--- config.mk ---
export PLATFORM = sky130hd
export DESIGN_NAME = json_string_unescaper_top
export DESIGN_NICKNAME = d
export VERILOG_FILES = /design/src/hw/rtl/jsu_pkg.sv /design/src/hw/rtl/jsu_step.sv /design/src/hw/rtl/json_string_unescaper_top.sv
export SDC_FILE = /design/constraint.sdc
export NUM_CORES = 1
export LEC_CHECK = 0
export ABC_AREA = 0
export BUFFER_PORTS_ARGS = -buffer_cell sky130_fd_sc_hd__clkbuf_2
export CAP_MARGIN = 5
export CELL_PAD_IN_SITES_DETAIL_PLACEMENT = 1
export CELL_PAD_IN_SITES_GLOBAL_PLACEMENT = 2
export CORE_MARGIN = 3
export CORE_UTILIZATION = 30
export DETAILED_ROUTE_END_ITERATION = 16
export GPL_TIMING_DRIVEN = 1
export PLACE_DENSITY_LB_ADDON = 0.1
export SLEW_MARGIN = 10
export SYNTH_ARGS = -nofsm -noshare
export SYNTH_HDL_FRONTEND = slang
export SYNTH_SLANG_ARGS = --single-unit
--- constraint.sdc ---
create_clock -name aclk -period 2.3 [get_ports aclk]
set_clock_uncertainty 0.05 [all_clocks]
set_input_delay 0.115 -clock aclk [delete_from_list [all_inputs] [get_ports aclk]]
set_output_delay 0.115 -clock aclk [all_outputs]
set_load 0.01 [all_outputs]
--- src/hw/rtl/jsu_pkg.sv ---
// Shared types, codes and a helper function for the JSON string unescaper.
package jsu_pkg;

    typedef struct packed {
        logic [7:0] in_byte;
        logic       end_of_text;
    } in_t;

    typedef struct packed {
        logic [7:0] out_byte;
        logic [1:0] result_kind;
        logic [2:0] error_code;
        logic       last_of_run;
    } out_t;

    typedef enum logic [1:0] {
        MODE_IDLE = 2'd0,
        MODE_TEXT = 2'd1,
        MODE_ESC  = 2'd2,
        MODE_HEX  = 2'd3
    } mode_t;

    localparam logic [1:0] KIND_DATA  = 2'd0;
    localparam logic [1:0] KIND_DONE  = 2'd1;
    localparam logic [1:0] KIND_ERROR = 2'd2;

    localparam logic [2:0] ERR_NONE           = 3'd0;
    localparam logic [2:0] ERR_EXPECTED_STR   = 3'd1;
    localparam logic [2:0] ERR_UNTERM_STR     = 3'd2;
    localparam logic [2:0] ERR_UNTERM_ESC     = 3'd3;
    localparam logic [2:0] ERR_INVALID_ESC    = 3'd4;
    localparam logic [2:0] ERR_TRUNC_UNICODE  = 3'd5;
    localparam logic [2:0] ERR_BAD_HEX        = 3'd6;

    localparam logic [7:0] CHR_QUOTE     = 8'h22;
    localparam logic [7:0] CHR_BACKSLASH = 8'h5C;
    localparam logic [7:0] CHR_SLASH     = 8'h2F;
    localparam logic [7:0] CHR_B         = 8'h62;
    localparam logic [7:0] CHR_F         = 8'h66;
    localparam logic [7:0] CHR_N         = 8'h6E;
    localparam logic [7:0] CHR_R         = 8'h72;
    localparam logic [7:0] CHR_T         = 8'h74;
    localparam logic [7:0] CHR_U         = 8'h75;

    localparam int MAX_RESULTS = 3;

    // Results produced by one input beat; all of them share kind and error code.
    typedef struct packed {
        logic [1:0]                  count;
        logic [MAX_RESULTS-1:0][7:0] bytes;
        logic [1:0]                  kind;
        logic [2:0]                  err;
    } dec_t;

    // Bit 4 flags a valid hex digit, bits 3:0 hold its value.
    function automatic logic [4:0] hex_value(input logic [7:0] c);
        logic [4:0] r;
        r = 5'd0;
        if (c >= 8'h30 && c <= 8'h39) begin
            r = {1'b1, 4'(c - 8'h30)};
        end else if (c >= 8'h61 && c <= 8'h66) begin
            r = {1'b1, 4'(c - 8'h57)};
        end else if (c >= 8'h41 && c <= 8'h46) begin
            r = {1'b1, 4'(c - 8'h37)};
        end
        return r;
    endfunction

endpackage

--- src/hw/rtl/jsu_step.sv ---
// Scanner state and per-beat decode of escapes and UTF-8 encoding.
module jsu_step
    import jsu_pkg::*;
(
    input  logic aclk,
    input  logic aresetn,
    input  in_t  item,
    input  logic advance,
    output dec_t dec
);

    mode_t       mode_reg, mode_next;
    logic [1:0]  digits_reg, digits_next;
    logic [11:0] acc_reg, acc_next;

    logic [4:0]  hex;
    logic [15:0] code;
    logic [7:0]  c;

    always_ff @(posedge aclk) begin
        if (!aresetn) begin
            mode_reg   <= MODE_IDLE;
            digits_reg <= 2'd0;
            acc_reg    <= 12'd0;
        end else if (advance) begin
            mode_reg   <= mode_next;
            digits_reg <= digits_next;
            acc_reg    <= acc_next;
        end
    end

    always_comb begin
        c           = item.in_byte;
        hex         = hex_value(c);
        code        = {acc_reg, hex[3:0]};
        mode_next   = mode_reg;
        digits_next = digits_reg;
        acc_next    = acc_reg;
        dec.count   = 2'd0;
        dec.bytes   = '0;
        dec.kind    = KIND_DATA;
        dec.err     = ERR_NONE;

        case (mode_reg)
            MODE_IDLE: begin
                if (item.end_of_text || c != CHR_QUOTE) begin
                    dec.count = 2'd1;
                    dec.kind  = KIND_ERROR;
                    dec.err   = ERR_EXPECTED_STR;
                end else begin
                    mode_next = MODE_TEXT;
                end
            end
            MODE_TEXT: begin
                if (item.end_of_text) begin
                    dec.count = 2'd1;
                    dec.kind  = KIND_ERROR;
                    dec.err   = ERR_UNTERM_STR;
                    mode_next = MODE_IDLE;
                end else if (c == CHR_QUOTE) begin
                    dec.count = 2'd1;
                    dec.kind  = KIND_DONE;
                    mode_next = MODE_IDLE;
                end else if (c == CHR_BACKSLASH) begin
                    mode_next = MODE_ESC;
                end else begin
                    dec.count    = 2'd1;
                    dec.bytes[0] = c;
                end
            end
            MODE_ESC: begin
                dec.count = 2'd1;
                mode_next = MODE_TEXT;
                if (item.end_of_text) begin
                    dec.kind  = KIND_ERROR;
                    dec.err   = ERR_UNTERM_ESC;
                    mode_next = MODE_IDLE;
                end else begin
                    case (c)
                        CHR_QUOTE:     dec.bytes[0] = CHR_QUOTE;
                        CHR_BACKSLASH: dec.bytes[0] = CHR_BACKSLASH;
                        CHR_SLASH:     dec.bytes[0] = CHR_SLASH;
                        CHR_B:         dec.bytes[0] = 8'h08;
                        CHR_F:         dec.bytes[0] = 8'h0C;
                        CHR_N:         dec.bytes[0] = 8'h0A;
                        CHR_R:         dec.bytes[0] = 8'h0D;
                        CHR_T:         dec.bytes[0] = 8'h09;
                        CHR_U: begin
                            dec.count   = 2'd0;
                            mode_next   = MODE_HEX;
                            digits_next = 2'd0;
                            acc_next    = 12'd0;
                        end
                        default: begin
                            dec.kind  = KIND_ERROR;
                            dec.err   = ERR_INVALID_ESC;
                            mode_next = MODE_IDLE;
                        end
                    endcase
                end
            end
            MODE_HEX: begin
                if (item.end_of_text || !hex[4]) begin
                    dec.count   = 2'd1;
                    dec.kind    = KIND_ERROR;
                    dec.err     = item.end_of_text ? ERR_TRUNC_UNICODE : ERR_BAD_HEX;
                    mode_next   = MODE_IDLE;
                    digits_next = 2'd0;
                    acc_next    = 12'd0;
                end else if (digits_reg == 2'd3) begin
                    mode_next   = MODE_TEXT;
                    digits_next = 2'd0;
                    acc_next    = 12'd0;
                    if (code < 16'h0080) begin
                        dec.count    = 2'd1;
                        dec.bytes[0] = code[7:0];
                    end else if (code < 16'h0800) begin
                        dec.count    = 2'd2;
                        dec.bytes[0] = {3'b110, code[10:6]};
                        dec.bytes[1] = {2'b10, code[5:0]};
                    end else begin
                        dec.count    = 2'd3;
                        dec.bytes[0] = {4'b1110, code[15:12]};
                        dec.bytes[1] = {2'b10, code[11:6]};
                        dec.bytes[2] = {2'b10, code[5:0]};
                    end
                end else begin
                    digits_next = digits_reg + 2'd1;
                    acc_next    = code[11:0];
                end
            end
            default: begin
                mode_next = MODE_IDLE;
            end
        endcase
    end

endmodule

--- src/hw/rtl/json_string_unescaper_top.sv ---
// Top level of the JSON string unescaper: input register, decode and result burst register.
//
// The block takes one text byte per beat, holds it in the input register, then decodes it
// into the result burst register. Every input beat gives zero, one, two or three result
// beats; a sustained rate of one input beat per cycle holds while m_ready stays high and
// each gives at most one result. A \u escape that encodes to two or three UTF-8 bytes holds
// the input while the result burst register drains them one per cycle while m_ready is high.
module json_string_unescaper_top
    import jsu_pkg::*;
(
    input  logic aclk,
    input  logic aresetn,
    input  logic s_valid,
    output logic s_ready,
    input  in_t  s_data,
    output logic m_valid,
    input  logic m_ready,
    output out_t m_data
);

    logic                        in_valid_reg;
    in_t                         in_data_reg;
    logic [1:0]                  cnt_reg;
    logic [1:0]                  pos_reg;
    logic [MAX_RESULTS-1:0][7:0] bytes_reg;
    logic [1:0]                  kind_reg;
    logic [2:0]                  err_reg;

    dec_t dec;
    logic last;
    logic advance;

    assign m_valid = (cnt_reg != 2'd0);
    assign last    = (pos_reg == cnt_reg - 2'd1);
    assign advance = in_valid_reg && (!m_valid || (m_ready && last));
    assign s_ready = !in_valid_reg || advance;

    jsu_step u_step (
        .aclk    (aclk),
        .aresetn (aresetn),
        .item    (in_data_reg),
        .advance (advance),
        .dec     (dec)
    );

    always_ff @(posedge aclk) begin
        if (!aresetn) begin
            in_valid_reg <= 1'b0;
        end else if (s_ready) begin
            in_valid_reg <= s_valid;
        end
    end

    always_ff @(posedge aclk) begin
        if (s_ready && s_valid) begin
            in_data_reg <= s_data;
        end
    end

    always_ff @(posedge aclk) begin
        if (!aresetn) begin
            cnt_reg <= 2'd0;
            pos_reg <= 2'd0;
        end else if (advance) begin
            cnt_reg <= dec.count;
            pos_reg <= 2'd0;
        end else if (m_valid && m_ready) begin
            if (last) begin
                cnt_reg <= 2'd0;
                pos_reg <= 2'd0;
            end else begin
                pos_reg <= pos_reg + 2'd1;
            end
        end
    end

    always_ff @(posedge aclk) begin
        if (advance) begin
            bytes_reg <= dec.bytes;
            kind_reg  <= dec.kind;
            err_reg   <= dec.err;
        end
    end

    always_comb begin
        m_data.out_byte    = 8'd0;
        case (pos_reg)
            2'd0:    m_data.out_byte = bytes_reg[0];
            2'd1:    m_data.out_byte = bytes_reg[1];
            2'd2:    m_data.out_byte = bytes_reg[2];
            default: m_data.out_byte = 8'd0;
        endcase
        m_data.result_kind = kind_reg;
        m_data.error_code  = err_reg;
        m_data.last_of_run = last;
    end

endmodule
==> flow_metrics.tcl <==
set metrics [dict create \
    status "complete, no violations" \
    min_period_ns 2.232 \
    yosys-top-cells-area "edfxtp_1 (34%), dfxtp_1 (13%), ha_1 (5.5%)" \
    pin_count 29 \
    via_count 2843 \
    cts.clk_slew.worst_paths_ns 0.08 \
    path_cells "inv_2, ha_2, o21bai_1, a21o_2, o21a_1, buf_4, or3_4, o22ai_1" \
    hp-class "in2reg" \
    crit_path_end_kind "flip-flop" \
    yosys.area.top_type "edfxtp_1" \
    pwr_density_cell_nw_per_um2 595.1 \
    hold_depth 4 \
    antenna_found_initial 0 \
    seq_area_sq_um 1501 \
    worstSetupPathType "reg2reg" \
    rrSetupSlack_ns 0.07 \
    cts_max_level 3 \
    cpPeakStageDelay_ns 0.45 \
    avgViaCountPerCell 5.207 \
    synthDominantCellAreaShare_pct 34.10 \
    clockBufferDepth 2 \
    fmax_mhz 448.0 \
    grt-ovfl-total 0 \
    dieArea_sq_um 11840 \
    wl_mm 9.970 \
    synth_area_sq_um 3171 \
    grt_pass1_vias 3036 \
    min-delay-start "m_ready" \
    start_kind "flip-flop" \
    stdcell_area_sq_um 4195 \
    worst_slew_pin_slew_ns 0.4798 \
    fillers 1175 \
    peakVddDrop_mv 0.3179 \
    grt_max_degree 26 \
    report.final.slew_viol_count 0 \
    power_leakage_nw 1.544 \
    fp.dieH_microns 108.8 \
    layout_commonest_cell "nor2_1" \
    whs_endpoint "in_valid_reg" \
    place_area_sq_um 3720 \
    syn_inst 331 \
    maxCapViolCount 0 \
    r2r_end "bytes_reg[2]" \
    die_w_microns 108.8 \
    clkLatencyLatePin_ns 0.35 \
    report.final.hold_viol_count 0 \
    r2r_start "in_data_reg[2]" \
    dp_cells 516 \
    core-area_sq_um 10040 \
    avgSynthCellArea_sq_um 9.579 \
    yosys_warnings 0 \
    hpwl_mm 7.396 \
    start_util_pct 31.56 \
    ff2ff_path_depth 8 \
    synth_nets 358 \
    required_ns 2.43 \
    area_growth_pct 32.32 \
    drtIter0Drc 191 \
    timing.hold.ws_ns 0.1297 \
    slew_headroom_pct 68.01 \
    portBuffers 28 \
    setup_viol 0 \
    cts_buffers 9 \
    synth-async-reset-ratio_pct 0 \
    drc_errors 0 \
    rows 36 \
    drive_gt1_share_pct 28.33 \
    arrival_ns 2.36 \
    synth_ff_type "edfxtp_1" \
    cts-root-buf "clkbuf_8" \
    synth_cell_types 62 \
    clkSinkCount 57 \
    grt_pass1_wl_mm 16.48 \
    fin_cells 546 \
    largest_reg_flops 22 \
    synth_edf_count 36 \
    crit_path_max_fanout 5 \
    postRouteAntennaNets 0 \
    mostFrequentLayoutCells "nor2_1 (41), buf_4 (37), edfxtp_1 (36)" \
    routedWlPerCell_microns 18.26 \
    critical-path-slowest-cell "edfxtp_1" \
    ys_seq_area_share_pct 47.36 \
    multi_input_area_sq_um 1668 \
    min_period_over_period_pct 97.06 \
    drt-pass1-iter-count 6 \
    cts_tree "built" \
    gp_congestion 0.8246 \
    num_antenna_cells 0 \
    grt_usage_pct 18.41 \
    postSynthRegisterBits 57 \
    nNetsFinal 435 \
]
through the flow:
step / TNS [ns] / total power [mW] / worst slack (ns) / util, %
after floorplan: 0 / 1.280 / 0.04329 / -
after global placement: -0.03422 / 1.380 / -0.03422 / 37.03
after detailed placement: -0.02935 / 1.384 / -0.02935 / 37.03
after CTS: -0.01516 / 2.509 / -0.01516 / 40.47
after global routing: -0.04683 / 2.605 / -0.02192 / 41.77
final: 0 / 2.496 / 0.06762 / 41.77
layout make-up:
cell class	instances	share of cell area, %
repair buffers	78	13.54
flip-flops and latches	57	35.79
multi-input cells	245	39.76
clock buffers	9	2.953
well taps	133	3.967
inverters	17	1.521
clock inverters	7	2.475
worst max-delay path by stage:
stage / from / to / slack (ns) / cells past startpoint
after floorplan: in_data_reg[1] / bytes_reg[2] / 0.04 / 8
after global placement: in_data_reg[1] / bytes_reg[1] / -0.03 / 8
after detailed placement: in_data_reg[1] / bytes_reg[1] / -0.03 / 8
after CTS: in_data_reg[1] / bytes_reg[1] / -0.02 / 8
after global routing: in_data_reg[2] / bytes_reg[2] / -0.02 / 8
final: in_data_reg[2] / bytes_reg[2] / 0.07 / 8
per-layer routing:
| layer | share of wire, % | global-route usage (%) | up-vias |
|---|---|---|---|
| met5 | 0 | 0 | - |
| met1 | 49 | 24.59 | 1394 |
| met4 | 1.9 | 7.574 | 0 |
| met3 | 2.4 | 2.901 | 13 |
| met2 | 47 | 29.70 | 39 |
| li1 | - | - | 1397 |
cell families (layout without fill, tap and decap cells):
kind of cell | count (synthesis) | in the layout | share of synthesized area, %
fa+ha+maj | 14 | 14 | 5.525
compound gates | 97 | 97 | 20.44
flops | 57 | 57 | 47.36
mux | 2 | 2 | 0.6314
buf+inv | 29 | 111 | 3.670
xor+xnor | 2 | 2 | 0.5526
simple gates | 130 | 130 | 21.82
cells in the mapped netlist (all sizes together), types with 3 or more instances:
| library cell | n |
|---|---|
| ha | 14 |
| o22ai | 6 |
| a21o | 3 |
| o21a | 3 |
| a21oi | 33 |
| nand3 | 9 |
| dfxtp | 21 |
| and2 | 4 |
| nand2b | 5 |
| inv | 16 |
| nor2b | 4 |
| nor3b | 4 |
| nor2 | 42 |
| a222oi | 7 |
| nor3 | 6 |
| and3 | 8 |
| buf | 5 |
| a22oi | 12 |
| edfxtp | 36 |
| clkbuf | 7 |
| or3 | 3 |
| a31oi | 6 |
| nand2 | 29 |
| o21ai | 11 |
repair_timing:
item / in CTS / in global routing
endpoints found under the setup margin: 2 / 30
gates resized for setup: 2 / 23
hold buffers: 11 / 0
pin swaps: 0 / 5
endpoints found under the hold margin: 11 / 0
setup buffers: 0 / 3
worst max-delay path: cells and delay by family, from the launching register on:
family | cells | cell delay, ns
AOI/OAI and AO/OA | 4 | 0.69
DFF | 1 | 0.45
and+or+nand+nor | 1 | 0.39
buffers and inverters | 2 | 0.27
adders and majority gates | 1 | 0.22
report_power, final:
| part | internal, mW | switching (mW) |
|---|---|---|
| registers | 1.12 | 0.0240 |
| clock network | 0.621 | 0.479 |
| logic | 0.112 | 0.138 |
| total | 1.86 | 0.641 |
Power figures use the tool's default switching activity.
